$ cat src/rtl/lkc_pkg.sv
// shared constants and types for the lru key-value cache
package lkc_pkg;

  // number of cache entries
  localparam int DEPTH = 16;

  // field widths
  localparam int KEY_W = 32;
  localparam int VAL_W = 32;
  localparam int CFG_W = 5;

  // derived widths for entry index, recency rank and entry count
  localparam int IDX_W = (DEPTH > 1) ? $clog2(DEPTH) : 1;
  localparam int AGE_W = IDX_W;
  localparam int CNT_W = $clog2(DEPTH + 1);

  // request modes
  localparam logic MODE_GET = 1'b0;
  localparam logic MODE_PUT = 1'b1;

  // value returned by a get that misses
  localparam logic signed [VAL_W-1:0] MISS_VALUE = '1;

  // one request transaction
  typedef struct packed {
    logic                    mode;
    logic signed [KEY_W-1:0] key;
    logic signed [VAL_W-1:0] value;
  } req_t;

  // one response transaction
  typedef struct packed {
    logic                    hit;
    logic signed [VAL_W-1:0] read_value;
    logic                    evicted;
  } rsp_t;

endpackage

$ cat src/rtl/lkc_req_if.sv
// request channel interface: valid/ready handshake with mode, key and value
interface lkc_req_if;

  logic                                    valid;
  logic                                    ready;
  logic                                    mode;
  logic signed [lkc_pkg::KEY_W-1:0]        key;
  logic signed [lkc_pkg::VAL_W-1:0]        value;

  modport source (output valid, output mode, output key, output value, input ready);
  modport sink   (input valid, input mode, input key, input value, output ready);

endinterface

$ cat src/rtl/lkc_rsp_if.sv
// response channel interface: valid/ready handshake with hit, read value and evicted flag
interface lkc_rsp_if;

  logic                                    valid;
  logic                                    ready;
  logic                                    hit;
  logic signed [lkc_pkg::VAL_W-1:0]        read_value;
  logic                                    evicted;

  modport source (output valid, output hit, output read_value, output evicted, input ready);
  modport sink   (input valid, input hit, input read_value, input evicted, output ready);

endinterface

$ cat src/rtl/lkc_store.sv
// entry storage with parallel key match, lru selection and recency update
module lkc_store (
  input  logic                          clk,
  input  logic                          rst_n,
  input  logic [lkc_pkg::CNT_W-1:0]     capacity,
  input  logic                          op_en,
  input  lkc_pkg::req_t                 req,
  output lkc_pkg::rsp_t                 rsp
);

  // entry state
  logic [lkc_pkg::KEY_W-1:0] key_r   [lkc_pkg::DEPTH];
  logic [lkc_pkg::VAL_W-1:0] val_r   [lkc_pkg::DEPTH];
  logic [lkc_pkg::DEPTH-1:0] valid_r;
  logic [lkc_pkg::DEPTH-1:0] valid_nxt;
  logic [lkc_pkg::AGE_W-1:0] age_r   [lkc_pkg::DEPTH];
  logic [lkc_pkg::AGE_W-1:0] age_nxt [lkc_pkg::DEPTH];
  logic [lkc_pkg::CNT_W-1:0] occ_r;
  logic [lkc_pkg::CNT_W-1:0] occ_nxt;

  logic [lkc_pkg::DEPTH-1:0] match_oh;
  logic [lkc_pkg::DEPTH-1:0] lru_oh;
  logic [lkc_pkg::DEPTH-1:0] free_oh;
  logic [lkc_pkg::DEPTH-1:0] slot_oh;
  logic [lkc_pkg::AGE_W-1:0] hit_age;
  logic [lkc_pkg::VAL_W-1:0] hit_val;
  logic [lkc_pkg::CNT_W-1:0] lru_age;
  logic                      hit;
  logic                      is_put;
  logic                      full;
  logic                      use_evict;
  logic                      do_insert;
  logic                      free_seen;

  // parallel key compare and value/age read of the matching entry
  always_comb begin
    match_oh = '0;
    hit_age  = '0;
    hit_val  = '0;
    for (int i = 0; i < lkc_pkg::DEPTH; i++) begin
      match_oh[i] = valid_r[i] && (key_r[i] == req.key);
      hit_age     = hit_age | (match_oh[i] ? age_r[i] : '0);
      hit_val     = hit_val | (match_oh[i] ? val_r[i] : '0);
    end
  end

  assign hit    = |match_oh;
  assign is_put = (req.mode == lkc_pkg::MODE_PUT);

  // least recent entry holds rank occupancy-1, ranks being distinct
  assign lru_age = occ_r - lkc_pkg::CNT_W'(1);
  assign full    = (occ_r >= capacity);

  always_comb begin
    for (int i = 0; i < lkc_pkg::DEPTH; i++) begin
      lru_oh[i] = valid_r[i] && (lkc_pkg::CNT_W'(age_r[i]) == lru_age);
    end
  end

  // first free entry, lowest index wins
  always_comb begin
    free_oh   = '0;
    free_seen = 1'b0;
    for (int i = 0; i < lkc_pkg::DEPTH; i++) begin
      free_oh[i] = !valid_r[i] && !free_seen;
      free_seen  = free_seen || !valid_r[i];
    end
  end

  // target entry for a put of a new key
  assign use_evict = full && (|lru_oh);
  assign slot_oh   = use_evict ? lru_oh : free_oh;
  assign do_insert = op_en && is_put && !hit && (|slot_oh);

  // response fields
  always_comb begin
    rsp.hit        = hit;
    rsp.evicted    = is_put && !hit && use_evict;
    rsp.read_value = '0;
    if (!is_put) begin
      rsp.read_value = hit ? $signed(hit_val) : lkc_pkg::MISS_VALUE;
    end
  end

  // next valid bits, ranks and occupancy
  always_comb begin
    valid_nxt = valid_r;
    occ_nxt   = occ_r;
    for (int i = 0; i < lkc_pkg::DEPTH; i++) begin
      age_nxt[i] = age_r[i];
      if (op_en && hit) begin
        if (match_oh[i]) begin
          age_nxt[i] = '0;
        end else if (valid_r[i] && (age_r[i] < hit_age)) begin
          age_nxt[i] = age_r[i] + lkc_pkg::AGE_W'(1);
        end
      end else if (do_insert) begin
        if (slot_oh[i]) begin
          age_nxt[i]   = '0;
          valid_nxt[i] = 1'b1;
        end else if (valid_r[i]) begin
          age_nxt[i] = age_r[i] + lkc_pkg::AGE_W'(1);
        end
      end
    end
    if (do_insert && !use_evict) begin
      occ_nxt = occ_r + lkc_pkg::CNT_W'(1);
    end
  end

  // control state
  always_ff @(posedge clk) begin
    if (!rst_n) begin
      valid_r <= '0;
      occ_r   <= '0;
      for (int i = 0; i < lkc_pkg::DEPTH; i++) begin
        age_r[i] <= '0;
      end
    end else begin
      valid_r <= valid_nxt;
      occ_r   <= occ_nxt;
      for (int i = 0; i < lkc_pkg::DEPTH; i++) begin
        age_r[i] <= age_nxt[i];
      end
    end
  end

  // key and value payload
  always_ff @(posedge clk) begin
    for (int i = 0; i < lkc_pkg::DEPTH; i++) begin
      if (do_insert && slot_oh[i]) begin
        key_r[i] <= req.key;
        val_r[i] <= req.value;
      end else if (op_en && is_put && match_oh[i]) begin
        val_r[i] <= req.value;
      end
    end
  end

`ifndef SYNTHESIS
  // keys among valid entries stay unique
  a_single_match: assert property (@(posedge clk) disable iff (!rst_n)
    $onehot0(match_oh))
    else $error("more than one entry matches the key");

  // occupancy tracks the valid bits
  a_occ_count: assert property (@(posedge clk) disable iff (!rst_n)
    $countones(valid_r) == int'(occ_r))
    else $error("occupancy does not match valid entries");

  // a non-empty cache always has a single least recent entry to evict
  a_lru_found: assert property (@(posedge clk) disable iff (!rst_n)
    (occ_r != '0) |-> $onehot(lru_oh))
    else $error("no unique least recent entry");

  // a put of a new key leaves the cache non-empty
  a_put_lands: assert property (@(posedge clk) disable iff (!rst_n)
    (op_en && is_put && !hit) |=> ($countones(valid_r) >= 1))
    else $error("put of new key left cache empty");
`endif

endmodule

$ cat src/rtl/lru_key_value_cache_core.sv
// top level of the lru key-value cache: handshake, capacity register, result register
//
// Fully associative key-value cache with least-recently-used replacement.
// in_ch carries request transactions: mode (get or put), key and value.
// out_ch carries one response transaction per request: hit, read_value
// (stored value on a get hit, -1 on a get miss, 0 on a put) and evicted.
// cfg_wr_en/cfg_wr_data write the capacity register (clamped to 1..16);
// write it only while no request is in flight, normally right after reset.
// A request accepted on in_ch is captured in an input register; the full
// lookup and update then run on it and load the result register, which
// drives out_ch. Throughput: one request per cycle while the receiver
// takes each result, set by the parallel key compare and recency update
// over all 16 entries.
// Reset: all entries invalid, occupancy zero, capacity 16, both channels
// empty. When the receiver stalls, the result register holds its
// transaction and the input register takes one more request; further
// requests wait until the result is taken.
module lru_key_value_cache_core (
  input  logic                        clk,
  input  logic                        rst_n,
  lkc_req_if.sink                     in_ch,
  lkc_rsp_if.source                   out_ch,
  input  logic                        cfg_wr_en,
  input  logic [lkc_pkg::CFG_W-1:0]   cfg_wr_data
);

  logic                        in_v_r;
  logic                        in_v_nxt;
  lkc_pkg::req_t               in_r;
  logic                        out_v_r;
  logic                        out_v_nxt;
  lkc_pkg::rsp_t               out_r;
  lkc_pkg::rsp_t               rsp;
  logic [lkc_pkg::CNT_W-1:0]   cap_r;
  logic [lkc_pkg::CNT_W-1:0]   cap_nxt;
  logic [31:0]                 cfg_wide;
  logic                        in_fire;
  logic                        proc_en;

  // handshake control
  assign proc_en     = in_v_r && (!out_v_r || out_ch.ready);
  assign in_ch.ready = !in_v_r || proc_en;
  assign in_fire     = in_ch.valid && in_ch.ready;

  always_comb begin
    in_v_nxt = in_v_r;
    if (in_fire) begin
      in_v_nxt = 1'b1;
    end else if (proc_en) begin
      in_v_nxt = 1'b0;
    end
  end

  always_comb begin
    out_v_nxt = out_v_r;
    if (proc_en) begin
      out_v_nxt = 1'b1;
    end else if (out_ch.ready) begin
      out_v_nxt = 1'b0;
    end
  end

  // capacity clamp to 1..DEPTH
  assign cfg_wide = 32'(cfg_wr_data);

  always_comb begin
    cap_nxt = cap_r;
    if (cfg_wr_en) begin
      if (cfg_wide == 32'd0) begin
        cap_nxt = lkc_pkg::CNT_W'(1);
      end else if (cfg_wide > 32'(lkc_pkg::DEPTH)) begin
        cap_nxt = lkc_pkg::CNT_W'(lkc_pkg::DEPTH);
      end else begin
        cap_nxt = lkc_pkg::CNT_W'(cfg_wide);
      end
    end
  end

  // control registers
  always_ff @(posedge clk) begin
    if (!rst_n) begin
      in_v_r  <= 1'b0;
      out_v_r <= 1'b0;
      cap_r   <= lkc_pkg::CNT_W'(lkc_pkg::DEPTH);
    end else begin
      in_v_r  <= in_v_nxt;
      out_v_r <= out_v_nxt;
      cap_r   <= cap_nxt;
    end
  end

  // request and response payload registers
  always_ff @(posedge clk) begin
    if (in_fire) begin
      in_r.mode  <= in_ch.mode;
      in_r.key   <= in_ch.key;
      in_r.value <= in_ch.value;
    end
    if (proc_en) begin
      out_r <= rsp;
    end
  end

  // lookup, replacement and recency update
  lkc_store u_store (
    .clk      (clk),
    .rst_n    (rst_n),
    .capacity (cap_r),
    .op_en    (proc_en),
    .req      (in_r),
    .rsp      (rsp)
  );

  // response channel
  assign out_ch.valid      = out_v_r;
  assign out_ch.hit        = out_r.hit;
  assign out_ch.read_value = out_r.read_value;
  assign out_ch.evicted    = out_r.evicted;

`ifndef SYNTHESIS
  // capacity stays within 1..DEPTH
  a_cap_range: assert property (@(posedge clk) disable iff (!rst_n)
    (cap_r != '0) && (32'(cap_r) <= 32'(lkc_pkg::DEPTH)))
    else $error("capacity out of range");

  // a held request is not lost while the result register is stalled
  a_hold_req: assert property (@(posedge clk) disable iff (!rst_n)
    (in_v_r && !proc_en) |=> (in_v_r && $stable(in_r)))
    else $error("pending request dropped during stall");

  // a processed request always lands in the result register
  a_result_loaded: assert property (@(posedge clk) disable iff (!rst_n)
    proc_en |=> out_v_r)
    else $error("processed request produced no response");
`endif

endmodule
$ cat src/flat_wrapper.sv
// flat-port wrapper written by rule: the top's interface ports become plain ports
module lru_key_value_cache_core_flat 
  (clk, rst_n, cfg_wr_en, cfg_wr_data, in_ch_valid, in_ch_mode, in_ch_key, in_ch_value, in_ch_ready, out_ch_valid, out_ch_hit, out_ch_read_value, out_ch_evicted, out_ch_ready);
  lkc_req_if in_ch_i ();
  lkc_rsp_if out_ch_i ();
  input  logic clk;
  input  logic rst_n;
  input  logic cfg_wr_en;
  input  logic [lkc_pkg::CFG_W-1:0] cfg_wr_data;
  input wire logic [$bits(in_ch_i.valid)-1:0] in_ch_valid;
  input wire logic [$bits(in_ch_i.mode)-1:0] in_ch_mode;
  input wire logic [$bits(in_ch_i.key)-1:0] in_ch_key;
  input wire logic [$bits(in_ch_i.value)-1:0] in_ch_value;
  output wire logic [$bits(in_ch_i.ready)-1:0] in_ch_ready;
  output wire logic [$bits(out_ch_i.valid)-1:0] out_ch_valid;
  output wire logic [$bits(out_ch_i.hit)-1:0] out_ch_hit;
  output wire logic [$bits(out_ch_i.read_value)-1:0] out_ch_read_value;
  output wire logic [$bits(out_ch_i.evicted)-1:0] out_ch_evicted;
  input wire logic [$bits(out_ch_i.ready)-1:0] out_ch_ready;
  assign in_ch_i.valid = in_ch_valid;
  assign in_ch_i.mode = in_ch_mode;
  assign in_ch_i.key = in_ch_key;
  assign in_ch_i.value = in_ch_value;
  assign in_ch_ready = in_ch_i.ready;
  assign out_ch_valid = out_ch_i.valid;
  assign out_ch_hit = out_ch_i.hit;
  assign out_ch_read_value = out_ch_i.read_value;
  assign out_ch_evicted = out_ch_i.evicted;
  assign out_ch_i.ready = out_ch_ready;
  lru_key_value_cache_core u_core (.clk(clk), .rst_n(rst_n), .in_ch(in_ch_i), .out_ch(out_ch_i), .cfg_wr_en(cfg_wr_en), .cfg_wr_data(cfg_wr_data));
endmodule
$ cat config.mk
export PLATFORM = sky130hd
export DESIGN_NAME = lru_key_value_cache_core_flat
export DESIGN_NICKNAME = d
export VERILOG_FILES = /design/src/rtl/lkc_pkg.sv /design/src/rtl/lkc_req_if.sv /design/src/rtl/lkc_rsp_if.sv /design/src/rtl/lkc_store.sv /design/src/rtl/lru_key_value_cache_core.sv /design/src/flat_wrapper.sv
export SDC_FILE = /design/constraint.sdc
export NUM_CORES = 2
export LEC_CHECK = 0
export ABC_AREA = 1
export BUFFER_PORTS_ARGS = -buffer_cell sky130_fd_sc_hd__buf_2
export CORE_ASPECT_RATIO = 1.25
export CORE_MARGIN = 8
export CORE_UTILIZATION = 31
export CTS_BUF_LIST = sky130_fd_sc_hd__clkbuf_4 sky130_fd_sc_hd__clkbuf_8
export DETAILED_ROUTE_END_ITERATION = 8
export GPL_ROUTABILITY_DRIVEN = 0
export PLACE_DENSITY = 0.56
export RECOVER_POWER = 100
export SYNTH_ARGS = -nofsm -noshare
export SYNTH_HDL_FRONTEND = slang
export SYNTH_HIERARCHICAL = 1
export SYNTH_SLANG_ARGS = --single-unit
$ cat constraint.sdc
create_clock -name clk -period 7.49 [get_ports clk]
set_input_delay 0 -clock clk [delete_from_list [all_inputs] [get_ports clk]]
set_output_delay 0 -clock clk [all_outputs]
set_load 0.005 [all_outputs]
; ---- Word level (Yosys, flattened, before mapping)
; Memories as Yosys holds them, arrays and structs flattened.
; Index checks and enable logic that the tools add are counted.
[classes]
add_sub_neg = 18
order_cmp = 18
eq_ne = 32
mux = 250
bitwise_logic = 63
reduce_logical = 177
[op_table]
columns = cell, count
row1 = $mux W32, 33
row2 = $eq A32 B32 Y1, 16
row3 = $mux W4, 128
row4 = $or A32 B32 Y32, 15
row5 = $logic_and A1 B1 Y1, 105
row6 = $mux W1, 86
row7 = $eq A4 B5 Y1, 16
row8 = $add A4 B1 Y4 const B, 16
row9 = $lt A4 B4 Y1, 16
row10 = $or A4 B4 Y4, 15
row11 = $reduce_and A3 Y1, 16
row12 = $reduce_or A16 Y1, 3
row13 = $logic_not A1 Y1, 34
row14 = $logic_not A32 Y1, 1
row15 = $or A1 B1 Y1, 32
row16 = $logic_or A1 B1 Y1, 16
row17 = $mux W16, 1
row18 = $mux W5, 2
row19 = $add A5 B1 Y5 const B, 1
row20 = $ge A5 B5 Y1, 1
row21 = $gt A5 B5 Y1 const B, 1
row22 = $sub A5 B1 Y5 const B, 1
row23 = $reduce_bool A2 Y1, 2
row24 = $not A1 Y1, 1
[word_totals]
reg_bits = 127
ramBits = 1088
input_bits = 75
output_inout_bits = 36
wordCells = 587
mem_count = 3
[mem_list]
columns = name, depth, word_bits, rd, rd_ports_with_merged_regs, wr, line
row1 = u_core.u_store.key_r, 16, 32, 16, 0, 16, lkc_store.sv:12  ; logic [lkc_pkg::KEY_W-1:0] key_r [lkc_pkg::DEPTH];
row2 = u_core.u_store.val_r, 16, 32, 16, 0, 16, lkc_store.sv:13  ; logic [lkc_pkg::VAL_W-1:0] val_r [lkc_pkg::DEPTH];
row3 = u_core.u_store.age_r, 16, 4, 16, 0, 16, lkc_store.sv:16  ; logic [lkc_pkg::AGE_W-1:0] age_r [lkc_pkg::DEPTH];

; ---- Depth between registers and ports, before layout
; An unclocked memory read counts as a cell.
[depth]
ltp_word = 25
ltp_mapped = 31
mapped_depth_nobuf = 27

; ---- By module
; The synthesis kept the hierarchy.
[by_module_without_submodules]
columns = module, instances, cells_per_inst, area_per_inst_um2, seq_area_each_um2
row1 = lkc_store, 1, 5895, 54833.8, 32451.1
row2 = lru_key_value_cache_core, 1, 137, 3248.1, 3113.0

; ---- Worst setup path before layout
; Ideal clock, no wire load.
[synth_path]
path_kind = reg2reg
from = register u_core.out_v_r (netlist: u_core/out_ch.valid)
to = memory u_core/u_store/val_r[0][0] (netlist bit), enable pin
setup_ns = 0.466
t_arrival_ns = 5.101
setup_slack_ns = 1.923
path_stages_with_launch = 5
n_path_buf = 1
period_less_slack_ns = 5.567
path_cell_list = dfxtp_1 > a21oi_1 > nand2_1 > clkbuf_1 > o21ai_0
[synth_lines]
columns = item, line
row1 = from (decl), lru_key_value_cache_core.sv:30  ; logic out_v_r;
row2 = from (signal assigned), lru_key_value_cache_core.sv:87  ; out_v_r <= out_v_nxt;
row3 = to (decl), lkc_store.sv:13

==> results.json <==
{
  "synth_seq_area_share": 0.612,
  "rows": 177,
  "final_hold_viol_count": 0,
  "p_leak_nw": 26.6,
  "cp_cell_sequence": "clkbuf_1, o21ai_0, a21oi_1, nand3_1, nor2_1, nand2_1, clkinv_1, clkbuf_2, nand2_1, nand2_1, nand3_1, nand2_1, nand2_1, a21oi_1, nand2_1, nand2_1, nand2_1, nor2_1",
  "cp_top_family": "simple AND/OR/NAND/NOR gates",
  "die_area_sq_um": 202000,
  "setup_violations": 0,
  "layout-drive-gt1-share": 0.0921,
  "critPathArrivalTime_ns": 7.55,
  "start_util": 0.312,
  "clock_path_buffers": 3,
  "yosysTopAreaCell": "edfxtp_1",
  "synthTopCellsByArea": "edfxtp_1 (58%), nand2_1 (11%), nor2_1 (5.6%), inv_1 (3.8%), dfxtp_1 (3.2%)",
  "antenna_found_initial": 9,
  "startpoint_type": "register",
  "yosysWarnings": 6,
  "grt_pass1_wl_mm": 308,
  "p_per_area_nw_per_um2": 218,
  "fin_crit_ns": 6.69,
  "synthFlopType": "edfxtp_1",
  "maxSlewHeadroom": -1.55,
  "dp_hpwl_mm": 136,
  "grt_use_total": 0.206,
  "fin_area_sq_um": 67400,
  "reg2reg_depth": 18,
  "clockPowerShare": 0.427,
  "io_pins": 111,
  "clkSinkCount": 1215,
  "timing.fmax_mhz": 150,
  "finalCritPeriodShare": 0.893,
  "tns_ns": 0,
  "cts_buffers": 204,
  "grt_max_degree": 72,
  "worst-path-buf-inv": 3,
  "status": "finished with violations",
  "synth_nets": 6146,
  "synthCells": 6032,
  "critical-path-slowest-cell": "clkbuf_1",
  "fillers": 18500,
  "viasPerCell": 5.24,
  "drc": 0,
  "grt_remaining_overflow": 0,
  "cts_post_setup_buffers_inserted": 0,
  "hold_path_class": "in2reg",
  "sw_frac_of_total": 0.247,
  "path_depth": 18,
  "holdPathStages": 5,
  "ys_types": 44,
  "p_seq_frac": 0.514,
  "htree_levels": 4,
  "dp_slack_ns": 1.63,
  "p_total_mw": 14.7,
  "crit_top_cell": "nand2_1",
  "worstPathMaxFanout": 34,
  "synth_top_area_frac": 0.581,
  "area_delta_synth_final_pct": 16.0,
  "wire_per_inst_um": 23.8,
  "skew_ns": 0.0695,
  "die_h_um": 500,
  "route.vias.total": 47600,
  "finalNetCount": 6520,
  "die-width_um": 403,
  "drt_wl_total_mm": 217,
  "drv_cap": 14,
  "syn_area_sq_um": 58100,
  "critical_path_class": "reg2reg",
  "dpl-instance-area_sq_um": 61900,
  "violations": "capacitance limit, slew limit",
  "cp_data_required_time_ns": 8.35,
  "worstMarginPinSlew_ns": 3.82,
  "p_comb_frac": 0.059,
  "clk_latency_ns": 0.97,
  "synthArstFlopShare": 0,
  "maxSlewViolCount": 420,
  "irDropWorstVdd_mv": 0.181,
  "fin_ws_ns": 0.803,
  "crit_path_end_kind": "register",
  "drt-pass1-iter-count": 8,
  "tritoncts": "built",
  "core_sq_um": 186000,
  "power_switching_mw": 3.63,
  "clock-root-buffer": "clkbuf_8",
  "p_int_mw": 11.0,
  "first_global_vias": 45300,
  "synth-edff-count": 1123,
  "grt_setup_unrepaired": "false",
  "yosys_register_bits": 1215,
  "clk_pin_slew_worst_paths_ns": 0.06,
  "drt-initial-drc-count": 5325,
  "syn_avg_cell_area_sq_um": 9.63,
  "antenna_left": 0,
  "port_buffers": 110,
  "critPathMaxStageDelay_ns": 1.55
}
## state kept, by name (all words and copies together) (netlist names)
register                  cells
u_core/in_r                  65
u_core/u_store/key_r        512
u_core/u_store/age_r         64
u_core/out_ch.hit             1
u_core/out_ch.evicted         1
u_core/out_ch.valid           1
u_core/cap_r                  5
u_core/u_store/val_r        512
u_core/u_store/valid_r       16
u_core/u_store/occ_r          5
u_core/in_v_r                 1
u_core/out_ch.read_value     32
## timing repair
action | in CTS | in global routing
hold endpoints to repair | 209 | 0
resized for setup | 0 | 0
hold buffers | 149 | 0
## cell usage in the layout (no fill, tap or decap), types with 78 or more instances in the layout
master	synthesis	layout
edfxtp_1	1123	1123
buf_4	15	99
dfxtp_1	92	92
o21ai_0	260	254
a22o_1	192	192
nand4_1	97	97
inv_1	587	572
a21oi_1	74	78
nand3_1	261	269
nand2_1	1684	1689
dlygate4sd3_1	0	149
clkbuf_8	0	212
nor2_1	869	868
## cell type report
cell class / count / area, sq um / share of cell area
diodes: 7 / 17.5 / 0.000260
clock buffers: 280 / 3430 / 0.0509
clock inverters: 100 / 858 / 0.0127
inverters: 599 / 2250 / 0.0334
multi-input cells: 3993 / 19200 / 0.285
flip-flops and latches: 1215 / 35600 / 0.528
well taps: 2506 / 3140 / 0.0465
repair buffers: 393 / 2900 / 0.0431
## stage by stage
| step | utilization | hold slack [ns] | std cells |
|---|---|---|---|
| final | 0.362 | 0.0969 | 9093 |
| after global routing | 0.362 | 0.0836 | 9088 |
| after floorplan | - | 0.0762 | 6032 |
| after CTS | 0.364 | 0.0260 | 9086 |
| after global placement | 0.332 | 0.176 | 8557 |
| after detailed placement | 0.332 | 0.178 | 8557 |
## power by group through the flow
stage                     registers, mW  logic [mW]  clock network, mW
after global placement             7.67       0.797                  0
after floorplan                    7.67       0.410                  0
after global routing               7.54       0.917               6.65
after CTS                          7.53       0.862               6.37
after detailed placement           7.68       0.799                  0
final                              7.54       0.871               6.26
## logic make-up (layout without fill, tap and decap cells)
kind of cell / Yosys count / in the layout / synth area share
compound gates: 688 / 688 / 0.0798
fa+ha+maj: 39 / 39 / 0.00840
other cells: 0 / 7 / 0
simple gates: 3131 / 3131 / 0.222
flops: 1215 / 1215 / 0.612
buf+inv: 824 / 1372 / 0.0574
xor+xnor: 135 / 135 / 0.0204
## per-layer routing
| layer | GRT usage | share of wire | vias to the layer above |
|---|---|---|---|
| li1 | - | - | 21300 |
| met1 | 0.260 | 0.39 | 22900 |
| met2 | 0.338 | 0.46 | 2738 |
| met3 | 0.0406 | 0.097 | 662 |
| met4 | 0.104 | 0.056 | 4 |
| met5 | 0 | 0.00013 | - |
## tightest hold or removal path: cells and delay by family
kind                   cells  cell delay [ns]
buffers and inverters      3             0.87
AND/OR/NAND/NOR            1             0.05
AO/OA/AOI/OAI              1             0.05
## path summary, 6_finish.rpt
path	start	to	slack [ns]
max	u_core/in_r[53]	u_core/u_store/age_r[0][5]	0.80
min	cfg_wr_en	u_core/cap_r[0]	0.1
max reg2reg	u_core/in_r[53]	u_core/u_store/age_r[0][5]	0.80
min reg2reg	u_core/in_v_r	u_core/out_ch.valid	0.50
## synth_stat cells (32+ instances only)
cell / count
ha_1: 39
a21oi_1: 74
inv_1: 587
nand2_1: 1684
xor2_1: 58
clkbuf_1: 76
edfxtp_1: 1123
o22ai_1: 36
nor3_1: 73
nor4_1: 41
nand4_1: 97
or2_2: 36
a41oi_1: 32
a22o_1: 192
o21ai_0: 260
buf_2: 95
a221oi_1: 64
nor2_1: 869
dfxtp_1: 92
xnor2_1: 77
nand3_1: 261
(Power assumes the default switching activity.)
